**config.mk**
```make
export PLATFORM = sky130hd
export DESIGN_NAME = overlapping_frame_slice_dispatcher
export DESIGN_NICKNAME = d
export VERILOG_FILES = /design/src/hdl/ofsd_pkg.sv /design/src/hdl/ofsd_div.sv /design/src/hdl/ofsd_cell.sv /design/src/hdl/overlapping_frame_slice_dispatcher.sv
export SDC_FILE = /design/constraint.sdc
export NUM_CORES = 2
export LEC_CHECK = 0
export BUFFER_PORTS_ARGS = -buffer_cell sky130_fd_sc_hd__buf_2
export CAP_MARGIN = 25
export CORE_AREA = 5 5 358 623
export DETAILED_ROUTE_END_ITERATION = 12
export DIE_AREA = 0 0 363 628
export PLACE_DENSITY = 0.58
export SYNTH_ARGS = -nofsm -noshare
export SYNTH_HDL_FRONTEND = slang
export SYNTH_HIERARCHICAL = 1
export SYNTH_SLANG_ARGS = --single-unit
```
**constraint.sdc**
```tcl
create_clock -name clk -period 8.8 [get_ports clk]
set_input_delay 1.32 -clock clk [delete_from_list [all_inputs] [get_ports clk]]
set_output_delay 1.32 -clock clk [all_outputs]
set_load 0.02 [all_outputs]
```
**src/hdl/ofsd_pkg.sv**
```systemverilog
`timescale 1ns / 1ps

package ofsd_pkg;

    localparam int NSLOT      = 16;
    localparam int SLOT_W     = $clog2(NSLOT);
    localparam int RES_LIMIT  = 16;
    localparam int RES_W      = $clog2(RES_LIMIT + 1);
    localparam int LEN_W      = 24;
    localparam int FRAME_W    = 32;

    localparam logic [LEN_W-1:0] LEN_RESET = 24'd500;
    localparam logic [LEN_W-1:0] GAP_RESET = 24'd100;

    localparam logic       REG_LENGTH  = 1'b0;
    localparam logic       REG_SPACING = 1'b1;

    localparam logic [1:0] OP_FRAME  = 2'd0;
    localparam logic [1:0] OP_START  = 2'd1;
    localparam logic [1:0] OP_FINISH = 2'd2;

    typedef enum logic [2:0] {
        ST_IDLE,
        ST_DIV,
        ST_STEP,
        ST_FSCAN,
        ST_FPICK,
        ST_FINAL
    } state_t;

    typedef struct packed {
        logic [1:0]         opcode;
        logic [FRAME_W-1:0] frame_number;
        logic               finish_ok;
    } in_item_t;

    typedef struct packed {
        logic [FRAME_W-1:0] slice_number;
        logic               forward;
        logic               complete;
        logic               ok_flag;
        logic               overflow;
        logic               last;
    } out_item_t;

    typedef struct packed {
        logic               step;
        logic               hit_any;
        logic               clr;
        logic [FRAME_W-1:0] tag;
        logic [LEN_W-1:0]   len;
    } cell_cmd_t;

    typedef struct packed {
        logic             hit;
        logic             free;
        logic [LEN_W-1:0] frames;
    } cell_chain_t;

endpackage

```
**src/hdl/ofsd_div.sv**
```systemverilog
`timescale 1ns / 1ps

module ofsd_div
    import ofsd_pkg::*;
(
    input  logic               clk,
    input  logic               rst_n,
    input  logic               start,
    input  logic [FRAME_W-1:0] dividend,
    input  logic [LEN_W-1:0]   divisor,
    output logic               busy,
    output logic [FRAME_W-1:0] quot,
    output logic [LEN_W-1:0]   rem
);

    localparam int CNT_W = $clog2(FRAME_W + 1);

    logic [CNT_W-1:0]   cnt_reg, cnt_next;
    logic [FRAME_W-1:0] q_reg, q_next;
    logic [LEN_W-1:0]   r_reg, r_next;
    logic [LEN_W:0]     trial;

    always_comb
    begin
        trial    = {r_reg, q_reg[FRAME_W-1]};
        cnt_next = cnt_reg;
        q_next   = q_reg;
        r_next   = r_reg;
        if (start)
        begin
            cnt_next = CNT_W'(FRAME_W);
            q_next   = dividend;
            r_next   = '0;
        end
        else if (cnt_reg != '0)
        begin
            cnt_next = cnt_reg - 1'b1;
            if (trial >= {1'b0, divisor})
            begin
                r_next = LEN_W'(trial - {1'b0, divisor});
                q_next = {q_reg[FRAME_W-2:0], 1'b1};
            end
            else
            begin
                r_next = trial[LEN_W-1:0];
                q_next = {q_reg[FRAME_W-2:0], 1'b0};
            end
        end
    end

    always_ff @(posedge clk or negedge rst_n)
    begin
        if (!rst_n)
        begin
            cnt_reg <= '0;
        end
        else
        begin
            cnt_reg <= cnt_next;
        end
    end

    always_ff @(posedge clk)
    begin
        q_reg <= q_next;
        r_reg <= r_next;
    end

    assign busy = (cnt_reg != '0);
    assign quot = q_reg;
    assign rem  = r_reg;

endmodule

```
**src/hdl/ofsd_cell.sv**
```systemverilog
`timescale 1ns / 1ps

module ofsd_cell
    import ofsd_pkg::*;
(
    input  logic               clk,
    input  logic               rst_n,
    input  cell_cmd_t          cmd,
    input  logic               kill,
    input  cell_chain_t        chain_in,
    output cell_chain_t        chain_out,
    output logic               valid,
    output logic [FRAME_W-1:0] tag
);

    logic               valid_reg, valid_next;
    logic [FRAME_W-1:0] tag_reg, tag_next;
    logic [LEN_W-1:0]   frames_reg, frames_next;
    logic               hit;
    logic               take;
    logic [LEN_W-1:0]   frames_inc;

    always_comb
    begin
        hit        = valid_reg && (tag_reg == cmd.tag);
        take       = !valid_reg && !chain_in.free && !cmd.hit_any;
        frames_inc = frames_reg + 1'b1;

        chain_out.hit    = chain_in.hit | hit;
        chain_out.free   = chain_in.free | !valid_reg;
        chain_out.frames = hit ? frames_reg : chain_in.frames;

        valid_next  = valid_reg;
        tag_next    = tag_reg;
        frames_next = frames_reg;
        if (cmd.clr)
        begin
            frames_next = '0;
        end
        if (kill)
        begin
            valid_next = 1'b0;
        end
        if (cmd.step)
        begin
            if (hit)
            begin
                frames_next = frames_inc;
                if (frames_inc == cmd.len)
                begin
                    valid_next = 1'b0;
                end
            end
            else if (take)
            begin
                tag_next    = cmd.tag;
                frames_next = LEN_W'(1);
                valid_next  = (cmd.len != LEN_W'(1));
            end
        end
    end

    always_ff @(posedge clk or negedge rst_n)
    begin
        if (!rst_n)
        begin
            valid_reg <= 1'b0;
        end
        else
        begin
            valid_reg <= valid_next;
        end
    end

    always_ff @(posedge clk)
    begin
        tag_reg    <= tag_next;
        frames_reg <= frames_next;
    end

    assign valid = valid_reg;
    assign tag   = tag_reg;

endmodule

```
**src/hdl/overlapping_frame_slice_dispatcher.sv**
```systemverilog
`timescale 1ns / 1ps
// Channel   Handshake              Payload
// in        in_valid / in_stall    in_data (opcode, frame_number, finish_ok)
// out       out_valid / out_stall  out_data (slice_number .. last)
// cfg       cfg_we                 cfg_index, cfg_data
//
// Frame event: the two serial 32-step divides run side by side, then one
// covering slice per cycle through the slot chain while the output is not stalled.
// Finish: each closed slice takes a 16-slot tag scan plus a pick.
// Run start and unused opcodes are handled in the idle state. Reset empties all slots.
// A stalled output holds the sequencer once its one-entry holding stage fills.

module overlapping_frame_slice_dispatcher
    import ofsd_pkg::*;
(
    input  logic             clk,
    input  logic             rst_n,
    input  logic             in_valid,
    output logic             in_stall,
    input  in_item_t         in_data,
    output logic             out_valid,
    input  logic             out_stall,
    output out_item_t        out_data,
    input  logic             cfg_we,
    input  logic             cfg_index,
    input  logic [LEN_W-1:0] cfg_data
);

    state_t             state_reg, state_next;
    logic [LEN_W-1:0]   len_cfg_reg, gap_cfg_reg;
    logic [LEN_W-1:0]   len_eff, gap_eff;
    logic [FRAME_W:0]   i_reg, i_next;
    logic [FRAME_W-1:0] last_reg, last_next;
    logic [RES_W-1:0]   n_reg, n_next;
    logic               drop_reg, drop_next;
    logic               fin_reg, fin_next;
    logic               ok_reg, ok_next;
    logic [SLOT_W-1:0]  idx_reg, idx_next;
    logic               found_reg, found_next;
    logic [FRAME_W-1:0] best_tag_reg, best_tag_next;
    logic [SLOT_W-1:0]  best_slot_reg, best_slot_next;
    out_item_t          pend_reg, pend_next;
    logic               pend_valid_reg, pend_valid_next;
    out_item_t          out_reg, out_next;
    logic               out_valid_reg, out_valid_next;

    logic               out_free;
    logic [FRAME_W-1:0] back;
    logic               div_start;
    logic               busy_a, busy_b;
    logic [FRAME_W-1:0] quot_a, quot_b;
    logic [LEN_W-1:0]   rem_a, rem_b;

    cell_cmd_t          cmd;
    cell_chain_t        chain [NSLOT+1];
    logic [NSLOT-1:0]   kill;
    logic [NSLOT-1:0]   slot_valid;
    logic [FRAME_W-1:0] slot_tag [NSLOT];
    logic               step_done;
    logic [FRAME_W-1:0] scan_tag;

    assign len_eff  = (len_cfg_reg == '0) ? LEN_W'(1) : len_cfg_reg;
    assign gap_eff  = (gap_cfg_reg == '0) ? LEN_W'(1) : gap_cfg_reg;
    assign back     = (in_data.frame_number >= FRAME_W'(len_eff))
                    ? in_data.frame_number - FRAME_W'(len_eff - 1'b1) : '0;
    assign out_free = !out_valid_reg || !out_stall;
    assign in_stall = (state_reg != ST_IDLE);
    assign scan_tag = slot_tag[idx_reg];

    ofsd_div u_div_first (
        .clk      (clk),
        .rst_n    (rst_n),
        .start    (div_start),
        .dividend (back),
        .divisor  (gap_eff),
        .busy     (busy_a),
        .quot     (quot_a),
        .rem      (rem_a)
    );

    ofsd_div u_div_last (
        .clk      (clk),
        .rst_n    (rst_n),
        .start    (div_start),
        .dividend (in_data.frame_number),
        .divisor  (gap_eff),
        .busy     (busy_b),
        .quot     (quot_b),
        .rem      (rem_b)
    );

    assign chain[0] = '{hit: 1'b0, free: 1'b0, frames: '0};

    for (genvar k = 0; k < NSLOT; k++)
    begin : g_cell
        ofsd_cell u_cell (
            .clk       (clk),
            .rst_n     (rst_n),
            .cmd       (cmd),
            .kill      (kill[k]),
            .chain_in  (chain[k]),
            .chain_out (chain[k+1]),
            .valid     (slot_valid[k]),
            .tag       (slot_tag[k])
        );
    end

    always_comb
    begin
        state_next      = state_reg;
        i_next          = i_reg;
        last_next       = last_reg;
        n_next          = n_reg;
        drop_next       = drop_reg;
        fin_next        = fin_reg;
        ok_next         = ok_reg;
        idx_next        = idx_reg;
        found_next      = found_reg;
        best_tag_next   = best_tag_reg;
        best_slot_next  = best_slot_reg;
        pend_next       = pend_reg;
        pend_valid_next = pend_valid_reg;
        out_next        = out_reg;
        out_valid_next  = out_valid_reg && out_stall;
        div_start       = 1'b0;
        kill            = '0;
        step_done       = 1'b0;

        cmd.step    = 1'b0;
        cmd.hit_any = chain[NSLOT].hit;
        cmd.clr     = 1'b0;
        cmd.tag     = i_reg[FRAME_W-1:0];
        cmd.len     = len_eff;

        unique case (state_reg)
            ST_IDLE:
            begin
                if (in_valid)
                begin
                    n_next    = '0;
                    drop_next = 1'b0;
                    ok_next   = in_data.finish_ok;
                    unique case (in_data.opcode)
                        OP_FRAME:
                        begin
                            div_start  = 1'b1;
                            fin_next   = 1'b0;
                            state_next = ST_DIV;
                        end
                        OP_START:
                        begin
                            cmd.clr = 1'b1;
                        end
                        OP_FINISH:
                        begin
                            fin_next   = 1'b1;
                            idx_next   = '0;
                            found_next = 1'b0;
                            state_next = ST_FSCAN;
                        end
                        default:
                        begin
                        end
                    endcase
                end
            end
            ST_DIV:
            begin
                if (!busy_a && !busy_b)
                begin
                    i_next     = {1'b0, quot_a} + ((rem_a != '0) ? 1'b1 : 1'b0);
                    last_next  = quot_b;
                    state_next = ST_STEP;
                end
            end
            ST_STEP:
            begin
                if (i_reg > {1'b0, last_reg})
                begin
                    state_next = ST_FINAL;
                end
                else if (n_reg == RES_W'(RES_LIMIT))
                begin
                    drop_next  = 1'b1;
                    state_next = ST_FINAL;
                end
                else if (!chain[NSLOT].hit && !chain[NSLOT].free)
                begin
                    drop_next  = 1'b1;
                    state_next = ST_FINAL;
                end
                else if (!pend_valid_reg || out_free)
                begin
                    cmd.step = 1'b1;
                    if (chain[NSLOT].hit)
                    begin
                        step_done = (LEN_W'(chain[NSLOT].frames + 1'b1) == len_eff);
                    end
                    else
                    begin
                        step_done = (len_eff == LEN_W'(1));
                    end
                    if (pend_valid_reg)
                    begin
                        out_next       = pend_reg;
                        out_valid_next = 1'b1;
                    end
                    pend_next       = '{slice_number: i_reg[FRAME_W-1:0], forward: 1'b1,
                                        complete: step_done, ok_flag: step_done,
                                        overflow: 1'b0, last: 1'b0};
                    pend_valid_next = 1'b1;
                    n_next          = n_reg + 1'b1;
                    i_next          = i_reg + 1'b1;
                end
            end
            ST_FSCAN:
            begin
                if (slot_valid[idx_reg] && (!found_reg || scan_tag < best_tag_reg))
                begin
                    found_next     = 1'b1;
                    best_tag_next  = scan_tag;
                    best_slot_next = idx_reg;
                end
                idx_next = idx_reg + 1'b1;
                if (idx_reg == SLOT_W'(NSLOT - 1))
                begin
                    state_next = ST_FPICK;
                end
            end
            ST_FPICK:
            begin
                if (!found_reg)
                begin
                    state_next = ST_FINAL;
                end
                else if (!pend_valid_reg || out_free)
                begin
                    kill[best_slot_reg] = 1'b1;
                    if (pend_valid_reg)
                    begin
                        out_next       = pend_reg;
                        out_valid_next = 1'b1;
                    end
                    pend_next       = '{slice_number: best_tag_reg, forward: 1'b0,
                                        complete: 1'b1, ok_flag: ok_reg,
                                        overflow: 1'b0, last: 1'b0};
                    pend_valid_next = 1'b1;
                    n_next          = n_reg + 1'b1;
                    idx_next        = '0;
                    found_next      = 1'b0;
                    if (n_reg == RES_W'(RES_LIMIT - 1))
                    begin
                        state_next = ST_FINAL;
                    end
                    else
                    begin
                        state_next = ST_FSCAN;
                    end
                end
            end
            ST_FINAL:
            begin
                if (pend_valid_reg)
                begin
                    if (out_free)
                    begin
                        out_next          = pend_reg;
                        out_next.last     = 1'b1;
                        out_next.overflow = fin_reg ? (|slot_valid) : drop_reg;
                        out_valid_next    = 1'b1;
                        pend_valid_next   = 1'b0;
                        state_next        = ST_IDLE;
                    end
                end
                else if (drop_reg && !fin_reg)
                begin
                    if (out_free)
                    begin
                        out_next       = '{slice_number: i_reg[FRAME_W-1:0], forward: 1'b0,
                                           complete: 1'b0, ok_flag: 1'b0,
                                           overflow: 1'b1, last: 1'b1};
                        out_valid_next = 1'b1;
                        state_next     = ST_IDLE;
                    end
                end
                else
                begin
                    state_next = ST_IDLE;
                end
            end
            default:
            begin
                state_next = ST_IDLE;
            end
        endcase
    end

    always_ff @(posedge clk or negedge rst_n)
    begin
        if (!rst_n)
        begin
            state_reg      <= ST_IDLE;
            len_cfg_reg    <= LEN_RESET;
            gap_cfg_reg    <= GAP_RESET;
            pend_valid_reg <= 1'b0;
            out_valid_reg  <= 1'b0;
        end
        else
        begin
            state_reg      <= state_next;
            pend_valid_reg <= pend_valid_next;
            out_valid_reg  <= out_valid_next;
            if (cfg_we)
            begin
                if (cfg_index == REG_LENGTH)
                begin
                    len_cfg_reg <= cfg_data;
                end
                if (cfg_index == REG_SPACING)
                begin
                    gap_cfg_reg <= cfg_data;
                end
            end
        end
    end

    always_ff @(posedge clk)
    begin
        i_reg         <= i_next;
        last_reg      <= last_next;
        n_reg         <= n_next;
        drop_reg      <= drop_next;
        fin_reg       <= fin_next;
        ok_reg        <= ok_next;
        idx_reg       <= idx_next;
        found_reg     <= found_next;
        best_tag_reg  <= best_tag_next;
        best_slot_reg <= best_slot_next;
        pend_reg      <= pend_next;
        out_reg       <= out_next;
    end

    assign out_valid = out_valid_reg;
    assign out_data  = out_reg;

endmodule

```
After elaboration in Yosys (flattened, before gate mapping). Cells that the tools add are included.

Memory bits (writable): 0. Bits in latches: 0. Output and inout port bits: 39. ROM bits: 0. Flip-flop bits (word level): 1277. Memories: 0.

Shifts and indexed selects: 0. Equality and inequality tests: 62. Multiply operators: 0. Reductions and logical operators: 144. Add/subtract/negate cells: 27. Bitwise gates (word level): 48. Order comparisons: 9. Mux-type cells: 279. Div/mod/pow operators: 0.

Operator list (count): two-way mux 24 bit (84); two-way mux 37 bit (16); == test 32 bit (16); adder 24 x 1 -> 24 bit, second input constant (17); == test 24 bit (17); two-way mux 32 bit (7); two-way mux 33 bit (5); binary-select mux 32 bit (select 4 bit) (1); two-way mux 1 bit (123); case mux 37 bit (3 select lines) (1); case mux 37 bit (2 select lines) (1); case mux 33 bit (2 select lines) (1); logical AND 1 bit (53); AND reduction 3 bit (17); >= comparator 25 x 24 -> 1 bit (2); zero test 24 bit (2); two-way mux 16 bit (3); subtractor 24 bit (2); zero test 1 bit (39); two-way mux 3 bit (12); adder 32 x 1 -> 33 bit (1); adder 33 x 1 -> 33 bit, second input constant (1); > comparator 33 x 32 -> 1 bit (1); >= comparator 32 x 24 -> 1 bit (1); other kinds (51) (146).

Longest topological paths before layout.
Word-level depth: 26. Mapped depth: 48. Depth with buffers taken out: 45.

Cells and area by module. The synthesis kept the hierarchy.

Modules (own cells, without submodules): ofsd_cell (g_cell[0].u_cell ...) (cells an instance 374, times used 15, area an instance 3641.0 um^2, seq. area each 1466.4 um^2); overlapping_frame_slice_dispatcher (cells an instance 1824, times used 1, area an instance 19621.3 um^2, seq. area each 6922.9 um^2); ofsd_div (u_div_last) (cells an instance 482, times used 1, area an instance 4321.6 um^2, seq. area each 1591.5 um^2); ofsd_div (u_div_first) (cells an instance 446, times used 1, area an instance 4177.8 um^2, seq. area each 1591.5 um^2); ofsd_cell (g_cell[14].u_cell) (cells an instance 365, times used 1, area an instance 3535.9 um^2, seq. area each 1466.4 um^2).

Worst setup path before layout. No wires, ideal clock.

Path kind: register -> register. Start point: register i_reg[28]. End point: register g_cell[0].u_cell.tag_reg[0], enable pin. Data arrival time: 7566 ps. Path slack: 841 ps. Stages on the path, launching flop included: 28. Clock period less this slack: 7959 ps. Path buffers: 2. Cell sequence: edfxtp_1 xnor2_1 nand4_1 nor4_1 nand4_1 buf_2 clkbuf_1 nand2b_1 nand2b_1 nand2b_1 nand2b_1 nand2b_1 nand2b_1 nand2b_1 nand2b_1 nand2b_1 nand2b_1 nand2b_1 nand2b_1 nand2b_1 nand2b_1 nand2b_1 nand2b_1 nor2_1 a31oi_1 nand3_1 nor2_1 and2_1.

RTL lines: start: declaration (RTL line overlapping_frame_slice_dispatcher.sv:32) `logic [FRAME_W:0] i_reg, i_next;`; start signal: assignment (RTL line overlapping_frame_slice_dispatcher.sv:329) `i_reg <= i_next;`; end signal: assignment (RTL line ofsd_cell.sv:77) `tag_reg <= tag_next;`; end: declaration (RTL line ofsd_cell.sv:17) `logic [FRAME_W-1:0] tag_reg, tag_next;`.

==> impl_summary.txt <==
----------------------------------------------------
[Route]
  Met3 layer wire length in the routed design ... 21200 um
  Initial DRC count ... 6561
  Highest routing layer actually used ... met5
  Mean number of vias per cell ... 6.23
  Via count ... 72823
  Antenna viol nets, final ... 0
  Average detailed-routed wire length per instance ... 29.9 um
  TritonRoute pass-1 iters ... 7
  WL final ... 349000 um
  Wire length the detailed router placed on met1 ... 111000 um
  Met2 wire length ... 174000 um
  Remaining DRCs ... 0

[Synthesis]
  Area fraction of the dominant cell type after synthesis ... 0.265
  Flops & latches, synth ... 1275
  Seq/Total Area, Yosys ... 0.389
  Post-synth EDFFs ... 762
  Cell area after synthesis ... 86300 um^2
  Cell count after synthesis ... 8727
  Most used flip-flop cell after synthesis ... sky130_fd_sc_hd__edfxtp_1
  Library cells used by synthesis ... 99
  Yosys warns ... 6
  Leading post-synthesis cells by cell area ... sky130_fd_sc_hd__edfxtp_1, sky130_fd_sc_hd__dfxtp_1, sky130_fd_sc_hd__xnor2_1
  Average instance area after synthesis ... 9.89 um^2
  Cell taking the most area after synthesis ... sky130_fd_sc_hd__edfxtp_1
  FFs w/ async S/R, synth ... 0.0635

[Critical path]
  Critical path launch point ... i_reg[12]$_DFFE_PP_
  Data arrival time at the worst-slack endpoint ... 9.10 ns
  Reg-to-reg endpoint ... pend_reg[2]$_DFFE_PP_
  Setup slack, reg-to-reg ... 0.32 ns
  Crit path largest cell delay ... 0.60 ns
  CP max-delay cell ... sky130_fd_sc_hd__nor4_1
  Required time at the endpoint of the critical path ... 9.43 ns
  Critical path destination ... pend_reg[2]$_DFFE_PP_
  Origin of the critical flop-to-flop path ... i_reg[12]$_DFFE_PP_
  Startpoint-to-endpoint class of the critical path ... reg -> reg
  Worst r2r path cells ... 29
  Worst setup SP type ... flop
  Maximum fanout encountered on the critical timing path ... 20
  Most used cell along the critical path ... sky130_fd_sc_hd__mux2_2
  CP endpoint kind ... flop

[STA]
  Shortest clock period the worst path allows after layout ... 8.48 ns
  Headroom to the max-slew limit ... 0.256
  Number of hold violations in the final report ... 0
  Tightest Pin Transition ... 1.11 ns
  Count of final max-slew check failures ... 0
  Final total negative setup slack ... 0 ns
  Number of setup violations in the final report ... 0
  Setup repair after global routing missed its margin ... no
  Post-route fraction of the period consumed by the critical path ... 0.963
  Clock skew ... 0.0958 ns
  Top achievable clock speed ... 118 MHz

[Clock tree]
  Number of H-tree levels ... 4
  Root cell of the clock tree ... sky130_fd_sc_hd__clkbuf_16
  Clock tree from TritonCTS ... built
  Register clock-pin slew on the reported worst setup and hold paths ... 0.07 ns
  Clock sink total ... 1275
  Clock buffers created by TritonCTS ... 139
  Clock latency reported for the late side of the worst-skew pair ... 0.85 ns
  Setup Fix Bufs, Post-CTS ... 0
  Hold_buf cts ... 0
  Longest Clk Path Bufs ... 4

[Die]
  Vertical die dimension ... 628 um
  Horiz. Die Dim ... 363 um
  Core region area ... 218000 um^2
  Rows ... 227
  Area enclosed by the die boundary ... 228000 um^2
  Initial cell density of the core ... 0.396
  Num ports ... 104

[Pwr]
  Max VDD drop ... 0.358 mV
  Static Leak ... 33.0 nW
  Total power divided by cell area ... 257 nW/um^2

[GRT]
  Number of global-route vias before repair ... 71807
  Gr ovfl total ... 0
  Number of antenna violations at the first check in global routing ... 19
  Largest net degree at the start of global routing ... 110
  Global router's overall resource usage ... 0.294
  Global-route wire length before repair ... 495000 um

[Place]
  Number of I/O port buffers ... 103
  Weighted congestion reported at the end of routability-driven placement ... 1.00
  Hpwl dp ... 256000 um
  Post-placement cell count ... 11410

[Flow run]
  Max-capacitance violation count ... 0

[Hold path]
  Path class of the lowest-slack min-delay path ... in -> async

[Layout]
  Post-Layout Cell Count ... 11691
  Largest register FFs ... 512
  Final #Nets ... 8954
  Proportion of layout cells with a drive suffix above 1 ... 0.158
  Area delta synth->final ... 9.71%

[Run status]
  Status ... finished, final reports clean

----------------------------------------------------
layout make-up:
| cell class | instances | area (um^2) |
|---|---|---|
| fill | 20827 | 123000 |
| multi-input combinational | 6673 | 49600 |
| sequential | 1275 | 33600 |
| clock buffer | 167 | 3760 |
| tap | 2862 | 3580 |
| timing repair buffer | 315 | 2210 |
| inverter | 288 | 1080 |
| clock inverter | 76 | 716 |
| antenna | 35 | 87.6 |
kinds of logic (layout without fill, tap and decap cells):
family                   after synthesis  after routing  share of synthesized area
AND/OR/NAND/NOR                     2783           2783                      0.183
multiplexers                         658            658                      0.107
other                                  1             62                  0.0000435
AO/OA/AOI/OAI                       1766           1766                      0.128
flip-flops                          1275           1275                      0.389
adder cells (fa/ha/maj)              197            197                     0.0288
buffers and inverters                805            846                     0.0382
XOR/XNOR                            1242           1242                      0.126
per-layer routing:
metal  global-route usage  vias up
met5                    0        -
met4                0.286       14
met3               0.0478     1320
met2                0.524     3228
met1                0.282    35763
li1                     -    32498
stage by stage:
| step | cell area [um^2] | worst slack [ns] | utilization | power [mW] | hold WS, ns |
|---|---|---|---|---|---|
| 2_1_floorplan | 86400 | 0.841 | - | 14.7 | 0.422 |
| 3_3_place_gp | 90000 | 0.402 | 0.413 | 18.1 | 0.439 |
| 3_5_place_dp | 90100 | 0.441 | 0.413 | 18.2 | 0.437 |
| 4_1_cts | 94500 | 0.394 | 0.434 | 24.3 | 0.339 |
| 5_1_grt | 94600 | 0.0646 | 0.434 | 25.3 | 0.372 |
| 6_report | 94600 | 0.325 | 0.434 | 24.3 | 0.376 |
placed cells by master, fill, tap and decap left out, types with 144 or more instances in the layout:
cell type and instances:
sky130_fd_sc_hd__a21oi_1 526, sky130_fd_sc_hd__a31oi_1 333, sky130_fd_sc_hd__buf_4 199, sky130_fd_sc_hd__clkbuf_16 144, sky130_fd_sc_hd__dfxtp_1 432, sky130_fd_sc_hd__edfxtp_1 762, sky130_fd_sc_hd__ha_1 194, sky130_fd_sc_hd__inv_1 285
sky130_fd_sc_hd__mux2_2 462, sky130_fd_sc_hd__mux4_2 165, sky130_fd_sc_hd__nand2_1 674, sky130_fd_sc_hd__nand3_1 299, sky130_fd_sc_hd__nand4_1 231, sky130_fd_sc_hd__nor2_1 406, sky130_fd_sc_hd__nor3_1 185, sky130_fd_sc_hd__nor4_1 228
sky130_fd_sc_hd__o21ai_0 342, sky130_fd_sc_hd__xnor2_1 849, sky130_fd_sc_hd__xor2_1 393
worst max-delay path: cells and delay by family, from the launching register on:
family                     cells  cell delay (ns)
adders and majority gates      1             0.36
and+or+nand+nor                8             2.11
buffers and inverters          2             0.50
DFF                            1             0.55
AOI/OAI and AO/OA              1             0.24
xor gates and xnor gates       2             0.37
muxes                         15             4.19
cell usage after synthesis, types with 79 or more instances:
master,n
sky130_fd_sc_hd__nor3_1,189
sky130_fd_sc_hd__nand2_1,674
sky130_fd_sc_hd__buf_1,86
sky130_fd_sc_hd__dfxtp_1,432
sky130_fd_sc_hd__inv_1,287
sky130_fd_sc_hd__and4_1,100
sky130_fd_sc_hd__nand3_1,299
sky130_fd_sc_hd__xnor2_1,849
sky130_fd_sc_hd__xor2_1,393
sky130_fd_sc_hd__mux4_2,165
sky130_fd_sc_hd__ha_1,194
sky130_fd_sc_hd__and3_1,127
sky130_fd_sc_hd__buf_2,171
sky130_fd_sc_hd__a21oi_1,526
sky130_fd_sc_hd__mux2_2,462
sky130_fd_sc_hd__nor2_1,409
sky130_fd_sc_hd__clkbuf_1,247
sky130_fd_sc_hd__edfxtp_1,762
sky130_fd_sc_hd__a31oi_1,333
sky130_fd_sc_hd__nand4_1,231
sky130_fd_sc_hd__nand2b_1,79
sky130_fd_sc_hd__o21ai_0,342
sky130_fd_sc_hd__o21a_1,107
sky130_fd_sc_hd__nor4_1,231
how the worst min path moves through the flow:
stage          slack, ns  depth (start not counted)                     endpoint
2_1_floorplan       0.42                          0        last_reg[0]$_DFFE_PP_
3_5_place_dp        0.44                          0        last_reg[9]$_DFFE_PP_
3_3_place_gp        0.44                          0       last_reg[29]$_DFFE_PP_
5_1_grt             0.37                          1  len_cfg_reg[19]$_DFFE_PN0P_
4_1_cts             0.34                          1  len_cfg_reg[19]$_DFFE_PN0P_
6_report            0.38                          1  len_cfg_reg[19]$_DFFE_PN0P_
where the power goes:
group | leakage (nW) | switching (mW) | internal (mW)
clock | 2.17 | 2.65 | 3.41
combinational | 19.4 | 6.13 | 3.68
sequential | 11.5 | 0.911 | 7.54
repair_timing:
action	4_1_cts	5_1_grt
gates resized for setup	0	1
endpoints found under the hold margin	0	0
setup endpoints to repair	0	1
Note: power is estimated with default switching activity, not from simulation.
